<file path="config.mk">
export PLATFORM = sky130hd
export DESIGN_NAME = aabb_pair_overlap_finder
export DESIGN_NICKNAME = d
export VERILOG_FILES = /design/src/hdl/aabbpo_pkg.sv /design/src/hdl/aabbpo_ram.sv /design/src/hdl/aabbpo_job_fifo.sv /design/src/hdl/aabbpo_front.sv /design/src/hdl/aabbpo_back.sv /design/src/hdl/aabb_pair_overlap_finder.sv
export SDC_FILE = /design/constraint.sdc
export NUM_CORES = 1
export LEC_CHECK = 0
export BUFFER_PORTS_ARGS = -buffer_cell sky130_fd_sc_hd__buf_2
export CAP_MARGIN = 20
export CELL_PAD_IN_SITES_DETAIL_PLACEMENT = 0
export CELL_PAD_IN_SITES_GLOBAL_PLACEMENT = 1
export CORE_MARGIN = 10
export CORE_UTILIZATION = 61
export CTS_BUF_LIST = sky130_fd_sc_hd__clkbuf_2 sky130_fd_sc_hd__clkbuf_4 sky130_fd_sc_hd__clkbuf_8
export DETAILED_ROUTE_END_ITERATION = 6
export MAX_ROUTING_LAYER = met4
export PLACE_DENSITY_LB_ADDON = 0.2
export SKIP_LAST_GASP = 1
export SYNTH_ARGS = -nofsm -noshare
export SYNTH_HDL_FRONTEND = slang
export SYNTH_SLANG_ARGS = --single-unit
</file>
<file path="constraint.sdc">
create_clock -name clk -period 16.2 [get_ports clk]
set_input_delay 0.81 -clock clk [delete_from_list [all_inputs] [get_ports clk]]
set_output_delay 0.81 -clock clk [all_outputs]
set_load 0.05 [all_outputs]
</file>
<file path="src/hdl/aabbpo_pkg.sv">
`timescale 1ns / 1ps
// ----------------------------------------------------------------------------
// aabbpo_pkg - shared types, constants and functions
// Box record layout, command codes, sizing defaults and the overlap test
// used by the box pair overlap finder.
// ----------------------------------------------------------------------------
package aabbpo_pkg;

  // Default number of box slots per frame
  localparam int MAX_BOXES_DEF = 8;
  // Depth of the job queue between front and back
  localparam int JOB_FIFO_DEPTH_DEF = 2;
  // Most results reported by one evaluation
  localparam int RESULT_LIMIT = 28;

  // Command codes on in_func
  localparam logic FUNC_LOAD = 1'b0;
  localparam logic FUNC_EVAL = 1'b1;

  // Field widths
  localparam int COORD_W = 16;
  localparam int SIZE_W  = 15;
  localparam int OUT_IDX_W = 3;
  // Coordinate plus size needs one extra bit to stay exact; the sum keeps two
  localparam int SUM_W = COORD_W + 2;

  // Stored box geometry
  typedef struct packed {
    logic signed [COORD_W-1:0] x;
    logic signed [COORD_W-1:0] y;
    logic [SIZE_W-1:0]         w;
    logic [SIZE_W-1:0]         h;
  } box_t;

  localparam int BOX_W = $bits(box_t);

  // Back to front: evaluation finished, bank free again
  typedef struct packed {
    logic done;
    logic bank;
  } back_status_t;

  // Inclusive-edge overlap test of two boxes
  function automatic logic boxes_touch(input box_t a, input box_t b);
    logic signed [SUM_W-1:0] ax, ay, bx, by;
    logic signed [SUM_W-1:0] ax2, ay2, bx2, by2;
    ax  = SUM_W'(a.x);
    ay  = SUM_W'(a.y);
    bx  = SUM_W'(b.x);
    by  = SUM_W'(b.y);
    ax2 = ax + $signed({3'b000, a.w});
    ay2 = ay + $signed({3'b000, a.h});
    bx2 = bx + $signed({3'b000, b.w});
    by2 = by + $signed({3'b000, b.h});
    return !((ay2 < by) || (ax2 < bx) || (ay > by2) || (ax > bx2));
  endfunction

endpackage

</file>
<file path="src/hdl/aabbpo_ram.sv">
`timescale 1ns / 1ps
// ----------------------------------------------------------------------------
// aabbpo_ram - generic RAM
// One write port, two read ports, read data registered.
// ----------------------------------------------------------------------------
module aabbpo_ram #(
  parameter int WIDTH = aabbpo_pkg::BOX_W,
  parameter int DEPTH = 2 * aabbpo_pkg::MAX_BOXES_DEF
) (
  input  logic                     clk,
  input  logic                     we,
  input  logic [$clog2(DEPTH)-1:0] waddr,
  input  logic [WIDTH-1:0]         wdata,
  input  logic [$clog2(DEPTH)-1:0] raddr_a,
  output logic [WIDTH-1:0]         rdata_a,
  input  logic [$clog2(DEPTH)-1:0] raddr_b,
  output logic [WIDTH-1:0]         rdata_b
);

  logic [WIDTH-1:0] mem [DEPTH];

  // Write port
  always_ff @(posedge clk) begin
    if (we) begin
      mem[waddr] <= wdata;
    end
  end

  // Registered read ports
  always_ff @(posedge clk) begin
    rdata_a <= mem[raddr_a];
    rdata_b <= mem[raddr_b];
  end

endmodule

</file>
<file path="src/hdl/aabbpo_job_fifo.sv">
`timescale 1ns / 1ps
// ----------------------------------------------------------------------------
// aabbpo_job_fifo - evaluation job queue
// Short show-ahead queue carrying evaluation jobs from front to back.
// ----------------------------------------------------------------------------
module aabbpo_job_fifo #(
  parameter int WIDTH = 16,
  parameter int DEPTH = aabbpo_pkg::JOB_FIFO_DEPTH_DEF
) (
  input  logic             clk,
  input  logic             rst_n,
  input  logic             push,
  input  logic [WIDTH-1:0] push_data,
  input  logic             pop,
  output logic [WIDTH-1:0] pop_data,
  output logic             empty
);

  localparam int PW = $clog2(DEPTH);
  localparam int NW = $clog2(DEPTH + 1);

  logic [WIDTH-1:0] slot_r [DEPTH];
  logic [PW-1:0]    wr_ptr_r, wr_ptr_nxt;
  logic [PW-1:0]    rd_ptr_r, rd_ptr_nxt;
  logic [NW-1:0]    fill_r,   fill_nxt;

  // Pointer wrap and fill level
  always_comb begin
    wr_ptr_nxt = wr_ptr_r;
    rd_ptr_nxt = rd_ptr_r;
    fill_nxt   = fill_r;
    if (push) begin
      wr_ptr_nxt = (wr_ptr_r == PW'(DEPTH - 1)) ? '0 : wr_ptr_r + PW'(1);
    end
    if (pop) begin
      rd_ptr_nxt = (rd_ptr_r == PW'(DEPTH - 1)) ? '0 : rd_ptr_r + PW'(1);
    end
    if (push && !pop) begin
      fill_nxt = fill_r + NW'(1);
    end else if (pop && !push) begin
      fill_nxt = fill_r - NW'(1);
    end
  end

  always_ff @(posedge clk) begin
    if (!rst_n) begin
      wr_ptr_r <= '0;
      rd_ptr_r <= '0;
      fill_r   <= '0;
    end else begin
      wr_ptr_r <= wr_ptr_nxt;
      rd_ptr_r <= rd_ptr_nxt;
      fill_r   <= fill_nxt;
    end
  end

  // Entry storage
  always_ff @(posedge clk) begin
    if (push) begin
      slot_r[wr_ptr_r] <= push_data;
    end
  end

  assign pop_data = slot_r[rd_ptr_r];
  assign empty    = (fill_r == '0);

endmodule

</file>
<file path="src/hdl/aabbpo_front.sv">
`timescale 1ns / 1ps
// ----------------------------------------------------------------------------
// aabbpo_front - command front end
// Takes load and evaluate commands, writes boxes into the current bank,
// hands finished frames to the back as jobs and flips banks.
// ----------------------------------------------------------------------------
module aabbpo_front #(
  parameter int MAX_BOXES = aabbpo_pkg::MAX_BOXES_DEF
) (
  input  logic                                     clk,
  input  logic                                     rst_n,
  // Command channel
  input  logic                                     start,
  output logic                                     busy,
  input  logic                                     in_func,
  input  logic signed [aabbpo_pkg::COORD_W-1:0]    in_box_x,
  input  logic signed [aabbpo_pkg::COORD_W-1:0]    in_box_y,
  input  logic [aabbpo_pkg::SIZE_W-1:0]            in_box_width,
  input  logic [aabbpo_pkg::SIZE_W-1:0]            in_box_height,
  input  logic                                     in_box_active,
  // Box store write port
  output logic                                     ram_we,
  output logic [$clog2(MAX_BOXES):0]               ram_waddr,
  output logic [aabbpo_pkg::BOX_W-1:0]             ram_wdata,
  // Job queue push: {overflow, count, active mask, bank}
  output logic                                     job_push,
  output logic [$clog2(MAX_BOXES+1)+MAX_BOXES+1:0] job_data,
  // Completion from back
  input  aabbpo_pkg::back_status_t                 back_status
);

  localparam int IW = $clog2(MAX_BOXES);
  localparam int CW = $clog2(MAX_BOXES + 1);

  logic                 wbank_r;
  logic [1:0]           bank_busy_r;
  logic [CW-1:0]        count_r;
  logic                 overflow_r;
  logic [MAX_BOXES-1:0] mask_r;

  logic                 accept;
  logic                 room;
  aabbpo_pkg::box_t     box;

  assign accept = start && !busy;
  assign room   = (count_r < CW'(MAX_BOXES));
  // Stall only while the bank to be filled is still under evaluation
  assign busy   = bank_busy_r[wbank_r];

  // Box record for the store
  always_comb begin
    box.x = in_box_x;
    box.y = in_box_y;
    box.w = in_box_width;
    box.h = in_box_height;
  end

  assign ram_we    = accept && (in_func == aabbpo_pkg::FUNC_LOAD) && room;
  assign ram_waddr = {wbank_r, count_r[IW-1:0]};
  assign ram_wdata = box;

  assign job_push = accept && (in_func == aabbpo_pkg::FUNC_EVAL);
  assign job_data = {overflow_r, count_r, mask_r, wbank_r};

  // Frame bookkeeping and bank ownership
  always_ff @(posedge clk) begin
    if (!rst_n) begin
      wbank_r     <= 1'b0;
      bank_busy_r <= '0;
      count_r     <= '0;
      overflow_r  <= 1'b0;
      mask_r      <= '0;
    end else begin
      if (back_status.done) begin
        bank_busy_r[back_status.bank] <= 1'b0;
      end
      if (accept) begin
        if (in_func == aabbpo_pkg::FUNC_LOAD) begin
          if (room) begin
            mask_r[count_r[IW-1:0]] <= in_box_active;
            count_r                 <= count_r + CW'(1);
          end else begin
            overflow_r <= 1'b1;
          end
        end else begin
          bank_busy_r[wbank_r] <= 1'b1;
          wbank_r              <= ~wbank_r;
          count_r              <= '0;
          overflow_r           <= 1'b0;
          mask_r               <= '0;
        end
      end
    end
  end

endmodule

</file>
<file path="src/hdl/aabbpo_back.sv">
`timescale 1ns / 1ps
// ----------------------------------------------------------------------------
// aabbpo_back - pair walker and result sequencer
// Walks every pair of a frame's slots, one pair a cycle through the box
// store and emits touching active pairs (last marked) or one empty result.
// ----------------------------------------------------------------------------
module aabbpo_back #(
  parameter int MAX_BOXES = aabbpo_pkg::MAX_BOXES_DEF
) (
  input  logic                                     clk,
  input  logic                                     rst_n,
  // Job queue
  input  logic                                     job_empty,
  input  logic [$clog2(MAX_BOXES+1)+MAX_BOXES+1:0] job_data,
  output logic                                     job_pop,
  // Box store read ports
  output logic [$clog2(MAX_BOXES):0]               ram_raddr_a,
  input  logic [aabbpo_pkg::BOX_W-1:0]             ram_rdata_a,
  output logic [$clog2(MAX_BOXES):0]               ram_raddr_b,
  input  logic [aabbpo_pkg::BOX_W-1:0]             ram_rdata_b,
  // Completion to front
  output aabbpo_pkg::back_status_t                 back_status,
  // Result channel
  output logic                                     out_valid,
  output logic [aabbpo_pkg::OUT_IDX_W-1:0]         out_first_index,
  output logic [aabbpo_pkg::OUT_IDX_W-1:0]         out_second_index,
  output logic                                     out_pair_valid,
  output logic                                     out_dropped_loads,
  output logic                                     out_last
);

  localparam int IW = $clog2(MAX_BOXES);
  localparam int CW = $clog2(MAX_BOXES + 1);
  localparam int FW = $clog2(aabbpo_pkg::RESULT_LIMIT + 1);
  localparam int XW = aabbpo_pkg::OUT_IDX_W;

  localparam logic [1:0] ST_IDLE  = 2'd0;
  localparam logic [1:0] ST_WALK  = 2'd1;
  localparam logic [1:0] ST_DRAIN = 2'd2;
  localparam logic [1:0] ST_FINAL = 2'd3;

  logic [1:0]           state_r;
  logic                 bank_r;
  logic [CW-1:0]        cnt_r;
  logic [MAX_BOXES-1:0] mask_r;
  logic                 ovf_r;
  logic [IW-1:0]        i_r, j_r;
  logic                 s1_valid_r;
  logic [IW-1:0]        s1_i_r, s1_j_r;
  logic [FW-1:0]        found_r;
  logic                 have_pend_r;
  logic [IW-1:0]        pend_i_r, pend_j_r;
  aabbpo_pkg::back_status_t status_r;

  logic                 out_valid_r;
  logic [XW-1:0]        out_first_r, out_second_r;
  logic                 out_pair_r, out_drop_r, out_last_r;

  logic                 job_ovf;
  logic [CW-1:0]        job_cnt;
  logic [MAX_BOXES-1:0] job_mask;
  logic                 job_bank;
  aabbpo_pkg::box_t     box_a, box_b;
  logic                 hit;
  logic                 last_pair;

  assign {job_ovf, job_cnt, job_mask, job_bank} = job_data;
  assign job_pop = (state_r == ST_IDLE) && !job_empty;

  // Both slots of the current pair read in parallel
  assign ram_raddr_a = {bank_r, i_r};
  assign ram_raddr_b = {bank_r, j_r};
  assign box_a = ram_rdata_a;
  assign box_b = ram_rdata_b;

  // Overlap check on the pair read last cycle
  assign hit = s1_valid_r && aabbpo_pkg::boxes_touch(box_a, box_b)
               && (found_r < FW'(aabbpo_pkg::RESULT_LIMIT));

  assign last_pair = (CW'(i_r) == cnt_r - CW'(2)) && (CW'(j_r) == cnt_r - CW'(1));

  // Control: sequencer, walker, pending result
  always_ff @(posedge clk) begin
    if (!rst_n) begin
      state_r     <= ST_IDLE;
      bank_r      <= 1'b0;
      cnt_r       <= '0;
      mask_r      <= '0;
      i_r         <= '0;
      j_r         <= '0;
      s1_valid_r  <= 1'b0;
      found_r     <= '0;
      have_pend_r <= 1'b0;
      status_r    <= '0;
      out_valid_r <= 1'b0;
    end else begin
      out_valid_r   <= 1'b0;
      status_r.done <= 1'b0;
      s1_valid_r    <= (state_r == ST_WALK) && mask_r[i_r] && mask_r[j_r];

      // A new hit pushes the previous one out, not yet known to be last
      if (hit) begin
        out_valid_r <= have_pend_r;
        have_pend_r <= 1'b1;
        found_r     <= found_r + FW'(1);
      end

      unique case (state_r)
        ST_IDLE: begin
          if (job_pop) begin
            bank_r      <= job_bank;
            cnt_r       <= job_cnt;
            mask_r      <= job_mask;
            i_r         <= '0;
            j_r         <= IW'(1);
            found_r     <= '0;
            have_pend_r <= 1'b0;
            state_r     <= (job_cnt < CW'(2)) ? ST_FINAL : ST_WALK;
          end
        end
        ST_WALK: begin
          if (last_pair) begin
            state_r <= ST_DRAIN;
          end else if (CW'(j_r) == cnt_r - CW'(1)) begin
            i_r <= i_r + IW'(1);
            j_r <= i_r + IW'(2);
          end else begin
            j_r <= j_r + IW'(1);
          end
        end
        ST_DRAIN: begin
          state_r <= ST_FINAL;
        end
        ST_FINAL: begin
          out_valid_r     <= 1'b1;
          have_pend_r     <= 1'b0;
          status_r.done   <= 1'b1;
          status_r.bank   <= bank_r;
          state_r         <= ST_IDLE;
        end
        default: begin
          state_r <= ST_IDLE;
        end
      endcase
    end
  end

  // Payload: pair pipeline, pending pair, result fields
  always_ff @(posedge clk) begin
    s1_i_r <= i_r;
    s1_j_r <= j_r;
    if (job_pop) begin
      ovf_r <= job_ovf;
    end
    if (hit) begin
      pend_i_r     <= s1_i_r;
      pend_j_r     <= s1_j_r;
      out_first_r  <= XW'(pend_i_r);
      out_second_r <= XW'(pend_j_r);
      out_pair_r   <= 1'b1;
      out_drop_r   <= ovf_r;
      out_last_r   <= 1'b0;
    end
    if (state_r == ST_FINAL) begin
      out_first_r  <= have_pend_r ? XW'(pend_i_r) : '0;
      out_second_r <= have_pend_r ? XW'(pend_j_r) : '0;
      out_pair_r   <= have_pend_r;
      out_drop_r   <= ovf_r;
      out_last_r   <= 1'b1;
    end
  end

  assign back_status       = status_r;
  assign out_valid         = out_valid_r;
  assign out_first_index   = out_first_r;
  assign out_second_index  = out_second_r;
  assign out_pair_valid    = out_pair_r;
  assign out_dropped_loads = out_drop_r;
  assign out_last          = out_last_r;

endmodule

</file>
<file path="src/hdl/aabb_pair_overlap_finder.sv">
`timescale 1ns / 1ps
// ----------------------------------------------------------------------------
// aabb_pair_overlap_finder - pairwise box overlap finder
// Usage: a transfer on the command channel takes place when start is high
// and busy is low. in_func = load stores one box (x, y, width, height,
// active) in the next slot of the frame; loads beyond MAX_BOXES are dropped
// and flagged. in_func = evaluate closes the frame and tests every pair of
// active boxes, inclusive edges, in load order.
// Results come out one per cycle of out_valid; each is a transfer at that
// edge and cannot be held off by the receiver. A run gives one result per
// touching pair (at most 28) with out_last on the final one, or a single
// empty result with out_last set.
// For N stored boxes an evaluation walks P = N*(N-1)/2 pairs, one per
// cycle from the box store, once the back end is done with the previous frame.
// The store has two banks: the next frame loads while the previous one is
// evaluated, and busy rises only when both banks are held; a bank is freed
// the cycle after its last result.
// Reset (rst_n low, synchronous) empties both banks and the job queue.
// ----------------------------------------------------------------------------
module aabb_pair_overlap_finder #(
  parameter int MAX_BOXES      = aabbpo_pkg::MAX_BOXES_DEF,
  parameter int JOB_FIFO_DEPTH = aabbpo_pkg::JOB_FIFO_DEPTH_DEF
) (
  input  logic                                  clk,
  input  logic                                  rst_n,
  input  logic                                  start,
  output logic                                  busy,
  input  logic                                  in_func,
  input  logic signed [aabbpo_pkg::COORD_W-1:0] in_box_x,
  input  logic signed [aabbpo_pkg::COORD_W-1:0] in_box_y,
  input  logic [aabbpo_pkg::SIZE_W-1:0]         in_box_width,
  input  logic [aabbpo_pkg::SIZE_W-1:0]         in_box_height,
  input  logic                                  in_box_active,
  output logic                                  out_valid,
  output logic [aabbpo_pkg::OUT_IDX_W-1:0]      out_first_index,
  output logic [aabbpo_pkg::OUT_IDX_W-1:0]      out_second_index,
  output logic                                  out_pair_valid,
  output logic                                  out_dropped_loads,
  output logic                                  out_last
);

  localparam int IW        = $clog2(MAX_BOXES);
  localparam int CW        = $clog2(MAX_BOXES + 1);
  localparam int JOB_W     = CW + MAX_BOXES + 2;
  localparam int RAM_DEPTH = 2 * (2 ** IW);

  logic                            ram_we;
  logic [IW:0]                     ram_waddr;
  logic [aabbpo_pkg::BOX_W-1:0]    ram_wdata;
  logic [IW:0]                     ram_raddr_a, ram_raddr_b;
  logic [aabbpo_pkg::BOX_W-1:0]    ram_rdata_a, ram_rdata_b;
  logic                            job_push, job_pop, job_empty;
  logic [JOB_W-1:0]                job_in, job_out;
  aabbpo_pkg::back_status_t        back_status;

  // Command front end
  aabbpo_front #(
    .MAX_BOXES (MAX_BOXES)
  ) u_front (
    .clk           (clk),
    .rst_n         (rst_n),
    .start         (start),
    .busy          (busy),
    .in_func       (in_func),
    .in_box_x      (in_box_x),
    .in_box_y      (in_box_y),
    .in_box_width  (in_box_width),
    .in_box_height (in_box_height),
    .in_box_active (in_box_active),
    .ram_we        (ram_we),
    .ram_waddr     (ram_waddr),
    .ram_wdata     (ram_wdata),
    .job_push      (job_push),
    .job_data      (job_in),
    .back_status   (back_status)
  );

  // Two-bank box store
  aabbpo_ram #(
    .WIDTH (aabbpo_pkg::BOX_W),
    .DEPTH (RAM_DEPTH)
  ) u_store (
    .clk     (clk),
    .we      (ram_we),
    .waddr   (ram_waddr),
    .wdata   (ram_wdata),
    .raddr_a (ram_raddr_a),
    .rdata_a (ram_rdata_a),
    .raddr_b (ram_raddr_b),
    .rdata_b (ram_rdata_b)
  );

  // Job queue between front and back
  aabbpo_job_fifo #(
    .WIDTH (JOB_W),
    .DEPTH (JOB_FIFO_DEPTH)
  ) u_jobs (
    .clk       (clk),
    .rst_n     (rst_n),
    .push      (job_push),
    .push_data (job_in),
    .pop       (job_pop),
    .pop_data  (job_out),
    .empty     (job_empty)
  );

  // Pair walker and result sequencer
  aabbpo_back #(
    .MAX_BOXES (MAX_BOXES)
  ) u_back (
    .clk               (clk),
    .rst_n             (rst_n),
    .job_empty         (job_empty),
    .job_data          (job_out),
    .job_pop           (job_pop),
    .ram_raddr_a       (ram_raddr_a),
    .ram_rdata_a       (ram_rdata_a),
    .ram_raddr_b       (ram_raddr_b),
    .ram_rdata_b       (ram_rdata_b),
    .back_status       (back_status),
    .out_valid         (out_valid),
    .out_first_index   (out_first_index),
    .out_second_index  (out_second_index),
    .out_pair_valid    (out_pair_valid),
    .out_dropped_loads (out_dropped_loads),
    .out_last          (out_last)
  );

endmodule

</file>
==> summary.md <==
| Metric | Value |
|---|---|
| Status | `complete, no violations` |
| Synth area leaders | `edfxtp_1 (55%), mux4_2 (18%), dfxtp_1 (6.5%)` |
| Mapped Avg Cell Area | `17.0 sq um` |
| Largest family of logic cells by synthesized area | `multiplexers` |
| Adder-cell share of the synthesized area | `0.0329` |
| Post-DP HPWL | `85100 um` |
| Async S/R FF share, synth | `0` |
| Post-route minimum period | `between 5000 and 6000 ps` |
| DRC Markers | `0` |
| Via Count | `33183` |
| Clock transition at path regs | `60 ps` |
| IO buf count | `77` |
| Comb pwr share | `0.303` |
| CP max stage delay | `420 ps` |
| Worst path slowest cell | `nor2_2` |
| TritonCTS Buffers | `196` |
| Critical path's top delay family | `compound AO/OA/AOI/OAI gates` |
| Slew headroom | `0.277` |
| DRT Wirelength | `150000 um` |
| Xor/xnor share of the synthesized area | `0.0100` |
| GR peak layer | `met2` |
| Synth top area share | `0.555` |
| Total Routing Usage GR | `0.299` |
| Die height | `approximately 320 um` |
| Initial antenna violation count | `23` |
| Levels on crit path | `19` |
| Int Pwr | `~6.4 mW` |
| Clk pwr share | `0.289` |
| Crit path to | `u_back.out_first_index[0]` |
| Post-Syn Nets | `3510` |
| Switching share of power | `0.321` |
| Via-per-instance ratio | `6.89` |
| Layout cells sized above 1 | `0.277` |
| Slew Viols, Final | `0` |
| Clk_lat worst skew | `870 ps` |
| Switching power | `around 3.0 mW` |
| Critical path capture point type | `register` |
| Final hold violations | `0` |
| Die area | `0.104 sq mm` |
| Met1 Use GR | `0.389` |
| CTS tree | `yes` |
| Post-Syn Instances | `3298` |
| #FFs+latches synth | `1218` |
| CTS-repair resized insts | `0` |
| Synth Area in Compound Gates | `0.0624` |
| CTS sink count | `between 1000 and 1500` |
| Syn Std Cell Area | `0.0560 sq mm` |
| Starting DRC count in detailed routing | `3983` |
| First-pass GRT wire length | `221000 um` |
| Layout area overhead | `10.5%` |
| Depth of the worst register-to-register path | `19` |
| DR pass1 iterations | `6` |
| Post-synth top cells | `edfxtp_1 (1035), mux4_2 (438), mux2i_1 (217), dfxtp_1 (183), ha_1 (141)` |
| CTS Root Cell | `clkbuf_8` |
| Yosys top cell by area | `edfxtp_1` |
| Placed cell count | `4431` |
| Synth unique cells | `68` |
| Crit Path Category | `reg2reg` |
| Maximum root-to-sink buffer count | `3` |
| Power Density | `approximately 150 mW/mm^2` |
| Largest net degree at the start of global routing | `around 150` |
| Met2 usage | `0.472` |
| GPL Wtd Cong | `roughly 0.93` |
| CP startpoint | `u_store.rdata_b[30]` |
| Met3 usage | `0.0563` |
| Slew of the pin with the lowest slew margin | `1090 ps` |
| Worst path arrival time | `5770 ps` |
| Reg2reg start | `u_store.rdata_b[30]` |
| Final setup viols | `0` |
| Worst Path Max Fanout | `10` |
| Cell leakage power | `about 20 nW` |
| Min-delay worst type | `in2reg` |
| Main synth FF type | `edfxtp_1` |
| Seq pwr share | `0.409` |
| Simple-Gate Fraction of Synth Area | `0.0306` |
| Die width | `323 um` |
| Final ANT Viol Nets | `0` |
| Core Box Area | `0.0914 sq mm` |
| Required time worst endpoint | `approximately 17000 ps` |
| Count leader, synth | `edfxtp_1` |
| Post-place setup slack | `11030 ps` |
| Final global-route overflow total | `0` |
| H-Tree Level Count | `4` |
| YS warnings | `0` |
| RSZ-0062 raised after global routing | `false` |
| Total Nets Final | `roughly 3700` |
| Initial Util | `0.613` |
| Non-Filler Instances | `4815` |
| Crit path buf inv count | `1` |
| Avg WL per Cell | `31.2 um` |
| Mux cell area share after synthesis | `0.226` |
| Setup TNS | `0 ps` |
| Worst Clk Skew | `34.2 ps` |
| Post-CTS Setup Inserts | `0` |
| Maxcap violations | `0` |
| CP Cell Sequence | `ha_1 > inv_1 > fa_1 > nor2b_1 > o21ai_1 > a21boi_1 > o41ai_1 > o311a_1 > a211oi_1 > o21ai_1 > nand3b_1 > ha_1 > o221ai_1 > a2111o_1 > o32ai_1 > o211a_1 > o211ai_4 > nor2_2 > or2_1` |
| Final setup margin | `10950 ps` |
| Number of cell rows | `111` |
| Hold_buf cts | `0` |
| Capturing point of the worst reg2reg path | `u_back.out_first_index[0]` |
| Worst IR Drop VDD | `roughly 0.11 mV` |
| Sequential share of the synthesized area | `0.620` |
| Number of synthesized flops with an enable pin | `roughly 1000` |
| Startpoint types | `register` |
| Top Ports | `78` |
| Fmax | `around 0.19 GHz` |
| Register-to-register setup slack | `about 11000 ps` |
| Number of global-route vias before repair | `33971` |
| Crit share post-route | `0.324` |
power by group through the flow:
stage | sequential [mW] | clock (mW) | combinational [mW]
after CTS | 3.84 | 2.75 | 2.84
after global routing | 3.85 | 2.90 | 3.16
final | 3.85 | 2.71 | 2.85
after floorplan | 3.73 | 0 | 2.19
after global placement | 3.90 | 0 | 2.78
after detailed placement | 3.90 | 0 | 2.82
per-stage QoR:
step	hold WS [ps]	utilization	cell area, sq um	power, mW
after floorplan	326	-	56000	5.92
after global placement	387	0.632	57800	6.67
after detailed placement	389	0.632	57800	6.72
after CTS	167	0.677	61900	9.43
after global routing	220	0.677	61900	9.91
final	252	0.678	61900	9.41
registers in the layout, indices dropped and copies added (netlist names), 4 cells and up, named ones only:
name             count
u_store.mem        992
u_front.count_r      4
u_store.rdata_a     62
u_store.rdata_b     62
u_back.found_r       5
u_front.mask_r       8
u_jobs.slot_r       28
u_back.cnt_r         4
u_back.mask_r        8
area by class of cell:
| type | instances | area (sq um) |
|---|---|---|
| Timing Repair Buffer | 135 | 900 |
| Sequential cell | 1218 | 34800 |
| Antenna cell | 14 | 35.0 |
| Clock inverter | 75 | 512 |
| Fill cell | 6121 | 29500 |
| Tap cell | 1186 | 1480 |
| Multi-Input combinational cell | 1821 | 20400 |
| Inverter | 71 | 267 |
| Clock buffer | 295 | 3570 |
logic make-up after synthesis:
group                    after synthesis
XOR/XNOR                              64
multiplexers                         708
flip-flops                          1218
AO/OA/AOI/OAI                        540
buffers and inverters                259
AND/OR/NAND/NOR                      364
adder cells (fa/ha/maj)              145
how the worst min path moves through the flow:
stage | startpoint | slack [ps] | depth (start not counted) | end
finish | in_box_active | 250 | 3 | u_front.mask_r[7]
global route | in_box_active | 220 | 3 | u_front.mask_r[7]
CTS | in_box_active | 170 | 3 | u_front.mask_r[7]
detailed placement | u_back.s1_i_r[0] | 390 | 0 | u_back.pend_i_r[0]
global placement | u_back.s1_j_r[1] | 390 | 0 | u_back.pend_j_r[1]
floorplan | u_back.i_r[2] | 330 | 0 | u_back.s1_i_r[2]
cells in the final DEF (no fill, tap or decap), drive strengths merged, types with 15 or more instances in the layout:
cell type | synthesis | layout
a21o | 17 | 17
a21oi | 129 | 129
a221oi | 62 | 62
a22oi | 64 | 64
and2 | 22 | 22
and3 | 15 | 15
buf | 74 | 135
clkbuf | 114 | 295
clkinv | 0 | 57
dfxtp | 183 | 183
edfxtp | 1035 | 1035
ha | 141 | 141
inv | 71 | 73
mux2 | 53 | 53
mux2i | 217 | 217
mux4 | 438 | 438
nand2 | 75 | 75
nand2b | 17 | 17
nand3 | 28 | 28
nor2 | 135 | 135
nor2b | 21 | 21
nor3 | 17 | 17
o21ai | 165 | 165
xnor2 | 44 | 44
xor2 | 20 | 20
worst register-to-register path, cell delays in order (launching register included):
cell and delay, ps:
dfxtp_1 350, ha_1 210, inv_1 70, fa_1 410, nor2b_1 130, o21ai_1 90
a21boi_1 180, o41ai_1 120, o311a_1 380, a211oi_1 320, o21ai_1 130, nand3b_1 100
ha_1 180, o221ai_1 220, a2111o_1 410, o32ai_1 410, o211a_1 260, o211ai_4 170
nor2_2 430, or2_1 360
per-layer routing:
metal	wire length (um)	share of wire
met5	0	0
met3	14300	0.095
met2	73300	0.49
met1	57100	0.38
met4	5380	0.036
(Power assumes the default switching activity.)
